$ cat src/rtl/core/bmx_pkg.sv
// Shared types and constants for the binary trie max-xor multiset block.
// Used by bmx_node_ram, bmx_engine and binary_trie_max_xor_multiset_top.
`default_nettype none

package bmx_pkg;

   localparam int KEY_BITS_DEF   = 31;
   localparam int NODE_COUNT_DEF = 65536;

   // field widths fixed by the stream format
   localparam int OP_BITS     = 2;
   localparam int KEY_IN_BITS = 31;
   localparam int RESULT_BITS = 31;
   localparam int STATUS_BITS = 2;
   localparam int COUNT_BITS  = 30;

   localparam int REQ_TDATA_BITS = 40;
   localparam int RSP_TDATA_BITS = 40;
   localparam int REQ_PAD_BITS   = REQ_TDATA_BITS - OP_BITS - KEY_IN_BITS;
   localparam int RSP_PAD_BITS   = RSP_TDATA_BITS - RESULT_BITS - STATUS_BITS;

   localparam int NULL_NODE = 0;
   localparam int ROOT_NODE = 1;
   localparam int FIRST_FREE_NODE = 2;

   localparam logic [OP_BITS-1:0] OP_INSERT = 2'd0;
   localparam logic [OP_BITS-1:0] OP_DELETE = 2'd1;
   localparam logic [OP_BITS-1:0] OP_QUERY  = 2'd2;

   typedef enum logic [STATUS_BITS-1:0] {
      ST_DONE      = 2'd0,
      ST_POOL_FULL = 2'd1,
      ST_ABSENT    = 2'd2
   } status_type;

   typedef struct packed {
      logic [RESULT_BITS-1:0] result_value;
      status_type             status;
   } rsp_type;

endpackage

`default_nettype wire

$ cat src/rtl/core/bmx_engine.sv
// Sequencer for trie insert, delete and max-xor query, one node visit at a time.
// Drives bmx_node_ram; shares one count adder; uses bmx_pkg.
`default_nettype none

module bmx_engine #(
   parameter int KEY_BITS   = bmx_pkg::KEY_BITS_DEF,
   parameter int NODE_COUNT = bmx_pkg::NODE_COUNT_DEF,
   parameter int NB         = $clog2(bmx_pkg::NODE_COUNT_DEF),
   parameter int NW         = 2 * $clog2(bmx_pkg::NODE_COUNT_DEF) + bmx_pkg::COUNT_BITS
) (
   input  wire logic                                clock,
   input  wire logic                                reset,
   input  wire logic                                req_valid,
   output logic                                     req_ready,
   input  wire logic [bmx_pkg::OP_BITS-1:0]         req_opcode,
   input  wire logic [bmx_pkg::KEY_IN_BITS-1:0]     req_key,
   output logic                                     done_valid,
   input  wire logic                                done_ready,
   output bmx_pkg::rsp_type                         done_word,
   output logic                                     ram_wr_en,
   output logic      [NB-1:0]                       ram_wr_addr,
   output logic      [NW-1:0]                       ram_wr_data,
   output logic      [NB-1:0]                       ram_rd_addr,
   input  wire logic [NW-1:0]                       ram_rd_data
);

   localparam int CB = bmx_pkg::COUNT_BITS;
   localparam int RB = bmx_pkg::RESULT_BITS;
   localparam int KI = bmx_pkg::KEY_IN_BITS;
   localparam int LB = (KEY_BITS > 1) ? $clog2(KEY_BITS) : 1;
   localparam int FB = NB + 1;
   localparam logic [FB-1:0] FREE_LIMIT = FB'(NODE_COUNT - KEY_BITS);

   localparam logic [1:0] QPH_NODE  = 2'd0;
   localparam logic [1:0] QPH_WANT  = 2'd1;
   localparam logic [1:0] QPH_OTHER = 2'd2;

   typedef enum logic [1:0] {
      S_IDLE,
      S_RD,
      S_EV,
      S_DONE
   } state_type;

   state_type                     state_ff, state_in;
   logic [bmx_pkg::OP_BITS-1:0]   op_ff, op_in;
   logic [KEY_BITS-1:0]           key_ff, key_in;
   logic [NB-1:0]                 idx_ff, idx_in;
   logic [LB-1:0]                 lvl_ff, lvl_in;
   logic                          leaf_ff, leaf_in;
   logic                          fresh_ff, fresh_in;
   logic                          pass_ff, pass_in;
   logic [1:0]                    qph_ff, qph_in;
   logic [KEY_BITS-1:0]           best_ff, best_in;
   logic [NB-1:0]                 cur0_ff, cur0_in;
   logic [NB-1:0]                 cur1_ff, cur1_in;
   logic [FB-1:0]                 next_free_ff, next_free_in;
   bmx_pkg::rsp_type              rsp_ff, rsp_in;

   logic [NW-1:0]       nd;
   logic [CB-1:0]       nd_count;
   logic [NB-1:0]       nd_link0;
   logic [NB-1:0]       nd_link1;
   logic [CB-1:0]       cnt_step;
   logic [CB-1:0]       cnt_sum;
   logic [CB-1:0]       cnt_new;
   logic [LB-1:0]       lvl_dn;
   logic                bit_cur;
   logic                bit_dn;
   logic [NB-1:0]       targ;
   logic                need_alloc;
   logic [NB-1:0]       new_link;
   logic [KEY_BITS-1:0] best_nx;
   logic                hit;
   logic [KEY_BITS+KI-1:0] key_wide;
   logic [KEY_BITS+RB-1:0] best_wide;
   logic [KEY_BITS+RB-1:0] keyr_wide;

   always_comb begin
      nd       = fresh_ff ? '0 : ram_rd_data;
      nd_count = nd[CB-1:0];
      nd_link0 = nd[CB+NB-1:CB];
      nd_link1 = nd[NW-1:CB+NB];

      // shared count unit: +1 saturating for insert, -1 for delete
      cnt_step = (op_ff == bmx_pkg::OP_DELETE) ? {CB{1'b1}} : CB'(1);
      cnt_sum  = nd_count + cnt_step;
      cnt_new  = ((op_ff == bmx_pkg::OP_INSERT) && (nd_count == {CB{1'b1}})) ?
                 nd_count : cnt_sum;

      lvl_dn  = lvl_ff - 1'b1;
      bit_cur = key_ff[lvl_ff];
      bit_dn  = key_ff[lvl_dn];
      targ    = bit_cur ? nd_link1 : nd_link0;
      need_alloc = (op_ff == bmx_pkg::OP_INSERT) && !leaf_ff &&
                   (targ == NB'(bmx_pkg::NULL_NODE));
      new_link = need_alloc ? next_free_ff[NB-1:0] : targ;

      hit     = (nd_count != '0);
      best_nx = (best_ff << 1) | KEY_BITS'(hit);

      key_wide  = {{KEY_BITS{1'b0}}, req_key};
      best_wide = {{RB{1'b0}}, best_nx};
      keyr_wide = {{RB{1'b0}}, key_ff};

      ram_wr_addr = idx_ff;
      ram_rd_addr = idx_ff;
      ram_wr_data = {((!leaf_ff && bit_cur) ? new_link : nd_link1),
                     ((!leaf_ff && !bit_cur) ? new_link : nd_link0),
                     cnt_new};
      ram_wr_en = 1'b0;

      state_in     = state_ff;
      op_in        = op_ff;
      key_in       = key_ff;
      idx_in       = idx_ff;
      lvl_in       = lvl_ff;
      leaf_in      = leaf_ff;
      fresh_in     = fresh_ff;
      pass_in      = pass_ff;
      qph_in       = qph_ff;
      best_in      = best_ff;
      cur0_in      = cur0_ff;
      cur1_in      = cur1_ff;
      next_free_in = next_free_ff;
      rsp_in       = rsp_ff;

      case (state_ff)
         S_IDLE: begin
            if (req_valid) begin
               op_in    = req_opcode;
               key_in   = key_wide[KEY_BITS-1:0];
               idx_in   = NB'(bmx_pkg::ROOT_NODE);
               lvl_in   = LB'(KEY_BITS - 1);
               leaf_in  = 1'b0;
               fresh_in = 1'b0;
               pass_in  = 1'b0;
               qph_in   = QPH_NODE;
               best_in  = '0;
               rsp_in.result_value = '0;
               rsp_in.status       = bmx_pkg::ST_DONE;
               if (req_opcode == bmx_pkg::OP_INSERT) begin
                  if (next_free_ff > FREE_LIMIT) begin
                     rsp_in.status = bmx_pkg::ST_POOL_FULL;
                     state_in      = S_DONE;
                  end else begin
                     state_in = S_RD;
                  end
               end else if ((req_opcode == bmx_pkg::OP_DELETE) ||
                            (req_opcode == bmx_pkg::OP_QUERY)) begin
                  state_in = S_RD;
               end else begin
                  state_in = S_DONE;
               end
            end
         end

         S_RD: begin
            state_in = S_EV;
         end

         S_EV: begin
            state_in = S_RD;
            if (op_ff == bmx_pkg::OP_INSERT) begin
               ram_wr_en = 1'b1;
               fresh_in  = need_alloc;
               idx_in    = new_link;
               if (need_alloc) begin
                  next_free_in = next_free_ff + 1'b1;
               end
               if (leaf_ff) begin
                  state_in = S_DONE;
               end else if (lvl_ff == '0) begin
                  leaf_in = 1'b1;
               end else begin
                  lvl_in = lvl_dn;
               end
            end else if (op_ff == bmx_pkg::OP_DELETE) begin
               idx_in = targ;
               if (!pass_ff && !hit) begin
                  rsp_in.status = bmx_pkg::ST_ABSENT;
                  state_in      = S_DONE;
               end else if (!pass_ff && leaf_ff) begin
                  // key is present: rewalk and lower the counts
                  pass_in = 1'b1;
                  idx_in  = NB'(bmx_pkg::ROOT_NODE);
                  lvl_in  = LB'(KEY_BITS - 1);
                  leaf_in = 1'b0;
               end else begin
                  ram_wr_en = pass_ff;
                  if (leaf_ff) begin
                     state_in = S_DONE;
                  end else if (lvl_ff == '0) begin
                     leaf_in = 1'b1;
                  end else begin
                     lvl_in = lvl_dn;
                  end
               end
            end else begin
               case (qph_ff)
                  QPH_NODE: begin
                     if (!hit) begin
                        rsp_in.result_value = keyr_wide[RB-1:0];
                        state_in            = S_DONE;
                     end else begin
                        cur0_in = nd_link0;
                        cur1_in = nd_link1;
                        idx_in  = bit_cur ? nd_link0 : nd_link1;
                        qph_in  = QPH_WANT;
                     end
                  end
                  QPH_WANT: begin
                     if (!hit) begin
                        // wanted branch empty: take the other one
                        idx_in = bit_cur ? cur1_ff : cur0_ff;
                        qph_in = QPH_OTHER;
                     end else begin
                        best_in = best_nx;
                        if (lvl_ff == '0) begin
                           rsp_in.result_value = best_wide[RB-1:0];
                           state_in            = S_DONE;
                        end else begin
                           cur0_in = nd_link0;
                           cur1_in = nd_link1;
                           lvl_in  = lvl_dn;
                           idx_in  = bit_dn ? nd_link0 : nd_link1;
                        end
                     end
                  end
                  default: begin
                     // other branch: bit is zero
                     best_in = best_ff << 1;
                     cur0_in = nd_link0;
                     cur1_in = nd_link1;
                     qph_in  = QPH_WANT;
                     if (lvl_ff == '0) begin
                        best_wide           = {{RB{1'b0}}, best_ff << 1};
                        rsp_in.result_value = best_wide[RB-1:0];
                        state_in            = S_DONE;
                     end else begin
                        lvl_in = lvl_dn;
                        idx_in = bit_dn ? nd_link0 : nd_link1;
                     end
                  end
               endcase
            end
         end

         S_DONE: begin
            if (done_ready) begin
               state_in = S_IDLE;
            end
         end

         default: begin
            state_in = S_IDLE;
         end
      endcase
   end

   always_ff @(posedge clock) begin
      if (reset) begin
         state_ff     <= S_IDLE;
         next_free_ff <= FB'(bmx_pkg::FIRST_FREE_NODE);
         fresh_ff     <= 1'b0;
      end else begin
         state_ff     <= state_in;
         next_free_ff <= next_free_in;
         fresh_ff     <= fresh_in;
      end
      op_ff   <= op_in;
      key_ff  <= key_in;
      idx_ff  <= idx_in;
      lvl_ff  <= lvl_in;
      leaf_ff <= leaf_in;
      pass_ff <= pass_in;
      qph_ff  <= qph_in;
      best_ff <= best_in;
      cur0_ff <= cur0_in;
      cur1_ff <= cur1_in;
      rsp_ff  <= rsp_in;
   end

   assign req_ready  = (state_ff == S_IDLE);
   assign done_valid = (state_ff == S_DONE);
   assign done_word  = rsp_ff;

   a_pool_bound: assert property (@(posedge clock) disable iff (reset)
      next_free_ff <= FB'(NODE_COUNT))
      else $error("node allocation ran past the pool");

   a_no_null_write: assert property (@(posedge clock) disable iff (reset)
      ram_wr_en |-> (ram_wr_addr != NB'(bmx_pkg::NULL_NODE)))
      else $error("write to the null node");

   a_alloc_in_eval: assert property (@(posedge clock) disable iff (reset)
      (state_ff != S_EV) |=> $stable(next_free_ff))
      else $error("free pointer moved outside a node update");

   a_done_hold: assert property (@(posedge clock) disable iff (reset)
      (state_ff == S_DONE && !done_ready) |=> (state_ff == S_DONE && $stable(rsp_ff)))
      else $error("finished word dropped before it was taken");

endmodule

`default_nettype wire

$ cat config.mk
export PLATFORM = sky130hd
export DESIGN_NAME = bmx_engine
export DESIGN_NICKNAME = d
export VERILOG_FILES = /design/src/rtl/core/bmx_pkg.sv /design/src/rtl/core/bmx_engine.sv
export SDC_FILE = /design/constraint.sdc
export NUM_CORES = 1
export LEC_CHECK = 0
export ABC_AREA = 1
export BUFFER_PORTS_ARGS = -buffer_cell sky130_fd_sc_hd__buf_2
export CORE_UTILIZATION = 56
export DETAILED_ROUTE_END_ITERATION = 6
export PLACE_DENSITY = 0.89
export REMOVE_ABC_BUFFERS = 1
export SLEW_MARGIN = 20
export SYNTH_ARGS = -nofsm -noshare
export SYNTH_HDL_FRONTEND = slang
export SYNTH_SLANG_ARGS = --single-unit
export TNS_END_PERCENT = 50
$ cat constraint.sdc
create_clock -name clock -period 8.74 [get_ports clock]
set_input_delay 1.748 -clock clock [delete_from_list [all_inputs] [get_ports clock]]
set_output_delay 1.748 -clock clock [all_outputs]
set_load 0.01 [all_outputs]
==> metrics.cfg, run 1 <==
[clock_tree]
cts_buffers = 17
cts_tree = built
clockRootBuffer = clkbuf_16
htree_levels = 4
clkTransAtPathRegs_ns = 0.07
cts_hold_buf = 0
cts_resized = 0
clkLatencyLatePin_ns = 0.44
post_cts_buffers = 0
clockBufferDepth = 2
cts.sinks = 173

[floorplan]
ios = 229
rows = 52
die_y_um = 147.6
core_mm2 = 0.02049
fp.dieArea_mm2 = 0.02179
start_util_pct = 57.92
die_w_um = 147.6

[logic_synthesis]
syn_inst = 1631
syn_area_mm2 = 0.01187
yosys_warnings = 0
yosysMostFrequentCell = nand2_1
synthArstFlopShare_pct = 0
synth_area_per_cell_um2 = 7.279
netlist.top_cell.by_area = edfxtp_1
synthTopCellsByCount = nand2_1 (457), inv_1 (223), nor2_1 (169)
ys.flop_type = edfxtp_1
synth-seq-cells = 173
synth_edf_count = 153
synthTopCellsByArea = edfxtp_1 (39%), nand2_1 (14%), inv_1 (7.1%), nand3_1 (5.6%), nor2_1 (5.3%)
synth.distinct_cells = 52
synth_top_area_share_pct = 38.70
yosysSeqAreaShare_pct = 42.07

[timing]
timing.fmax_ghz = 0.1568
worstMarginPinSlew_ns = 1.079
setup_tns_ns = 0
setup_viol = 0
period_share_pct = 72.98
min_period_ns = 6.379
postLayoutSetupSlackWorst_ns = 2.361
rsz0062_at_grt = no
fin_skew_ns = 0.01038
maxSlewHeadroom_pct = 27.96
hold_violations = 0
maxSlewViolCount = 0

[global_routing]
grt_use_met3_pct = 7.531
overflow = 0
top_usage_layer = met2
grt_use_met2_pct = 52.17
grt_pass1_vias = 10830
met1_usage_pct = 41.10
antenna_found_initial = 5
grt_usage_pct = 31.71
grt_max_degree = 71
grt_pass1_wl_um = 54510

[route]
wl_per_cell_um = 16.61
postRouteAntennaNets = 0
drt-total-wl_um = 34760
vias = 11860
drc_errors = 0
dr.pass1.iters = 6
vias_per_cell = 5.668
detail_route.iter0.violations = 1274

[cells_and_area]
area_delta_synth_final_pct = 14.87
finalNetCount = 1937
drive_above_1_share_pct = 16.71

[worst_hold_path]
whs_path_depth = 2
hold_class = flop to flop

[critical_path]
crit_type = flop to primary output
start_kind = flop
r2r_cells = 8
end_kind = primary output
worstPathRequired_ns = 6.99
cp.arrival_ns = 4.63
worst-path-max-fanout = 30
rrSetupSlack_ns = 3.85

[placed_design]
dp.final_hpwl_um = 24240
gp_congestion = 0.9267
port_buffers = 228
place_ws_ns = 2.465

[power_and_ir_drop]
powerDensity_mw_per_mm2 = 184.7
ir_drop_mv = 0.1530
p_leak_nw = 6.531

[job]
cap_violations = 0

[status]
status = completed

-- metrics by stage --
stage | instances | cell area [um^2] | total power [W] | hold slack, ns | util (%)
after detailed placement | 2057 | 13040 | 0.001768 | 0.4815 | 63.61
after floorplan | 1549 | 11450 | 0.001503 | 0.4524 | -
final | 2092 | 13640 | 0.002518 | 0.4911 | 66.54
after CTS | 2089 | 13610 | 0.002500 | 0.4932 | 66.43
after global routing | 2090 | 13630 | 0.002623 | 0.5293 | 66.51
after global placement | 2057 | 13040 | 0.001751 | 0.4819 | 63.61
-- layer usage --
metal,part of all wire [%],vias up
li1,-,5712
met1,39,5307
met2,47,742
met3,12,90
met4,2.7,6
met5,0.12,-
-- power by group --
part | leakage, nW | internal, W | switching, W | total (W)
combinational | 4.62 | 0.000245 | 0.000503 | 0.000748
sequential | 1.63 | 0.000990 | 0.0000358 | 0.00103
clock | 0.281 | 0.000381 | 0.000363 | 0.000744
-- logic make-up (layout without fill, tap and decap cells) --
family | count (synthesis) | after routing | share of synthesized area (%)
adders and majority gates | 32 | 32 | 3.436
DFF | 173 | 173 | 42.07
and+or+nand+nor | 817 | 817 | 28.56
buffers and inverters | 312 | 500 | 10.85
other | 0 | 3 | 0
xor gates and xnor gates | 36 | 36 | 2.656
AOI/OAI and AO/OA | 261 | 261 | 12.43
-- path summary, 6_finish.rpt --
path,startpoint,to
max,op_ff[1]$_DFFE_PP_,ram_wr_data[26]
min reg2reg,next_free_ff[7]$_SDFFE_PP0P_,next_free_ff[7]$_SDFFE_PP0P_
max reg2reg,qph_ff[1]$_SDFFCE_PN0P_,ram_rd_addr[12]$_SDFFCE_PN0P_
min,next_free_ff[7]$_SDFFE_PP0P_,next_free_ff[7]$_SDFFE_PP0P_
-- layout make-up --
type / count / area, um^2
tap: 270 / 337.8
clock inverter: 15 / 151.4
sequential: 173 / 4995
inverter: 230 / 864.6
timing repair buffer: 238 / 1216
fill: 1703 / 6858
antenna: 3 / 7.507
clock buffer: 17 / 425.4
multi-input combinational: 1146 / 5639
-- flip-flops by register name, indices dropped and copies added, names as in the netlist --
| name | count |
|---|---|
| state_ff | 2 |
| pass_ff | 1 |
| leaf_ff | 1 |
| key_ff | 31 |
| qph_ff | 2 |
| fresh_ff | 1 |
| done_word | 33 |
| best_ff | 30 |
| cur1_ff | 16 |
| next_free_ff | 17 |
| cur0_ff | 16 |
| lvl_ff | 5 |
| ram_rd_addr | 16 |
| op_ff | 2 |
-- placed cells by master, fill, tap and decap left out, types with 29 or more instances in the layout --
cell	n
ha_1	31
edfxtp_1	153
nor2_1	164
nand3_1	132
nand2_1	457
inv_1	223
buf_2	228
o21ai_0	84
a21oi_1	88
o22ai_1	29
-- critical path, cell delays in order (launching register included) --
cell and delay (ns):
edfxtp_1 0.81, nor2_2 0.34, buf_4 0.40, inv_1 0.20
fa_1 0.44, o21ai_0 0.31, nand2_1 0.09, nand2_1 0.11
nand2_1 0.06, nand2_1 0.12, nand2_1 0.07, nand2_1 0.15
a21oi_1 0.12, o21ai_0 0.32, a21oi_1 0.14, or2_2 0.29
nand3_1 0.07, buf_2 0.16
(Power assumes the default switching activity.)
==> run 2: changes to the inputs <==
Settings changed: ABC_AREA 1 to 0, CORE_UTILIZATION 56 to 51, PLACE_DENSITY 0.89 to 0.86.
Clock period 8.74 ns to 5.5 ns, I/O delays scaled along.
==> run 2 against run 1 <==
  * Combinational power is 33% higher
  * Cell count is 24% lower
  * Synthesized cell count is 32% lower
  * Via count is 18% lower
  * Final area is 4.2% lower
  * Die area is 2.5% higher
  * Wire length is 6.9% lower
==> metrics.cfg, run 2 <==
[clock_tree]
clockRootBuffer = clkbuf_16
clockBufferDepth = 2
clkTransAtPathRegs_ns = 0.08
cts_hold_buf = 0
clkLatencyLatePin_ns = 0.44
cts_tree = built
cts.sinks = 173
htree_levels = 4
cts_buffers = 17

[placed_design]
dp.final_hpwl_um = 22750
place_inst = 1552
port_buffers = 228
gp_congestion = 0.9468
place_ws_ns = 0.2296

[logic_synthesis]
synth-seq-cells = 173
synthArstFlopShare_pct = 0
synth.distinct_cells = 68
syn_area_mm2 = 0.01109
ys.flop_type = edfxtp_1
syn_inst = 1109
synthTopCellsByCount = edfxtp_1 (153), nand2_1 (121), a21oi_1 (90)
yosysSeqAreaShare_pct = 45.04
yosysMostFrequentCell = edfxtp_1
synthTopCellsByArea = edfxtp_1 (41%), mux2i_1 (4.5%), nand2_1 (4.1%), a21oi_1 (4.1%), nor2b_1 (3.9%)
synth_edf_count = 153
yosys_warnings = 0
synth_area_per_cell_um2 = 10.00
netlist.top_cell.by_area = edfxtp_1
synth_top_area_share_pct = 41.43

[route]
dr_wl_met2_um = 15340
wl_met3_um = 3125
top_layer = met4
vias = 9760
postRouteAntennaNets = 0
wl_per_cell_um = 20.40
drc_errors = 0
drt-met1-wl_um = 12680
drt-total-wl_um = 32370
detail_route.iter0.violations = 914
dr.pass1.iters = 7
vias_per_cell = 6.150

[timing]
period_share_pct = 93.84
hold_violations = 0
setup_viol = 0
timing.fmax_ghz = 0.1937
postLayoutSetupSlackWorst_ns = 0.3386
maxSlewHeadroom_pct = 38.05
min_period_ns = 5.161
maxSlewViolCount = 0
fin_skew_ns = 0.01044
rsz0062_at_grt = no
setup_tns_ns = 0
worstMarginPinSlew_ns = 0.9292

[worst_hold_path]
hold_class = flop to flop
whs_path_depth = 2

[floorplan]
core_mm2 = 0.02115
die_w_um = 149.5
fp.dieArea_mm2 = 0.02234
rows = 53
start_util_pct = 52.43
ios = 229
die_y_um = 149.5

[power_and_ir_drop]
combPwrFrac_pct = 25.4
pwr-share-seq_pct = 42.0
netSwitchingPower_w = 0.001301
ir_drop_mv = 0.2460
clkPwrFrac_pct = 32.6
intPower_w = 0.002624
p_leak_nw = 5.422
powerDensity_mw_per_mm2 = 300.3
sw_frac_of_total_pct = 33.14

[critical_path]
worstPathRequired_ns = 4.40
crit_type = flop to primary output
worst-path-max-fanout = 16
start_kind = flop
end_kind = primary output
r2r_cells = 10
cp.arrival_ns = 4.06

[cells_and_area]
mostFrequentLayoutCell = buf_2
layout.cells.non_filler = 1587
n_fill_cell = 1683
drive_above_1_share_pct = 25.86
area_delta_synth_final_pct = 17.84
final_cell_mix = buf_2 (228), edfxtp_1 (153), nand2_1 (121), a21oi_1 (88), nor2b_1 (70)
finalNetCount = 1429
largest_reg_flops = 33

[global_routing]
grt_usage_pct = 29.07
grt_pass1_vias = 9258
overflow = 0
antenna_found_initial = 1
grt_pass1_wl_um = 49710
grt_max_degree = 54

[status]
status = completed

[job]
cap_violations = 0

## run 2: cell types whose count changed after synthesis, moves of 15 or more
cell and delta:
inv_1 -203, a21o_1 +39, nand2_1 -336, nand3_1 -120, mux2i_1 +50, nor2b_1 +70, o21ai_0 -49, nor4_1 +18
nor2_1 -102, mux2_2 +15, and2_1 +35, mux4_2 +17
## run 2: metrics by stage
| step | power (W) | cell area, um^2 | utilization (%) | hold slack [ns] |
|---|---|---|---|---|
| floorplan | 0.002288 | 10700 | - | 0.4852 |
| global placement | 0.002624 | 12380 | 58.54 | 0.5061 |
| detailed placement | 0.002647 | 12380 | 58.54 | 0.5279 |
| CTS | 0.003910 | 13020 | 61.57 | 0.5469 |
| global route | 0.004068 | 13070 | 61.77 | 0.5733 |
| finish | 0.003925 | 13070 | 61.78 | 0.5433 |
## run 2: cells by family after synthesis
kind of cell,count (synthesis),synth area share [%]
buffers and inverters,102,4.231
adders and majority gates,32,3.678
xor gates and xnor gates,35,2.764
and+or+nand+nor,414,18.96
AOI/OAI and AO/OA,270,15.64
DFF,173,45.04
muxes,83,9.691
## run 2: what timing repair did
action,in CTS,in global routing
gates resized for setup,0,3
hold endpoints to repair,0,0
setup buffers,0,2
setup endpoints to repair,0,4
## run 2: power groups by stage
stage          combinational, W  sequential, W  clock, W
6_report               0.000996        0.00165   0.00128
5_1_grt                 0.00107        0.00166   0.00133
4_1_cts                0.000981        0.00165   0.00128
3_5_place_dp           0.000971        0.00168         0
3_3_place_gp           0.000955        0.00167         0
2_1_floorplan          0.000598        0.00169         0
## run 2: routing by layer
| layer | vias up | GRT usage [%] |
|---|---|---|
| li1 | 4498 | - |
| met1 | 4577 | 37.34 |
| met2 | 586 | 47.01 |
| met3 | 99 | 6.311 |
| met4 | 0 | 13.06 |
| met5 | - | 0 |
## run 2: area by class of cell
cell class              instances  area (um^2)  share of cell area (%)
diodes                          1        2.502                 0.01915
clock buffers                  17        425.4                   3.255
clock inverters                15        215.2                   1.647
inverters                      20        78.83                  0.6032
multi-input cells             834         5673                   43.41
flip-flops and latches        173         4996                   38.23
well taps                     275        344.1                   2.633
repair buffers                252         1334                   10.21
## run 2: worst max-delay path, cell delays in order, from the launching register on
cell,delay (ns)
edfxtp_1,0.50
nand2b_1,0.20
clkinvlp_4,0.13
buf_12,0.16
ha_1,0.33
nor2b_1,0.24
o21bai_1,0.16
a2111oi_2,0.42
a211oi_1,0.15
a211oi_1,0.43
nor3_1,0.11
o31ai_1,0.28
mux2_2,0.36
buf_2,0.14
## run 2: worst paths after layout
| check | start | to | slack [ns] |
|---|---|---|---|
| worst max-delay path | op_ff[0]$_DFFE_PP_ | ram_wr_data[28] | 0.34 |
| worst min-delay path | next_free_ff[16]$_SDFFE_PP0P_ | next_free_ff[16]$_SDFFE_PP0P_ | 0.54 |
| worst max register to register | lvl_ff[0]$_SDFFCE_PN0P_ | ram_rd_addr[15]$_SDFFCE_PN0P_ | 1.13 |
| worst min register to register | next_free_ff[16]$_SDFFE_PP0P_ | next_free_ff[16]$_SDFFE_PP0P_ | 0.54 |
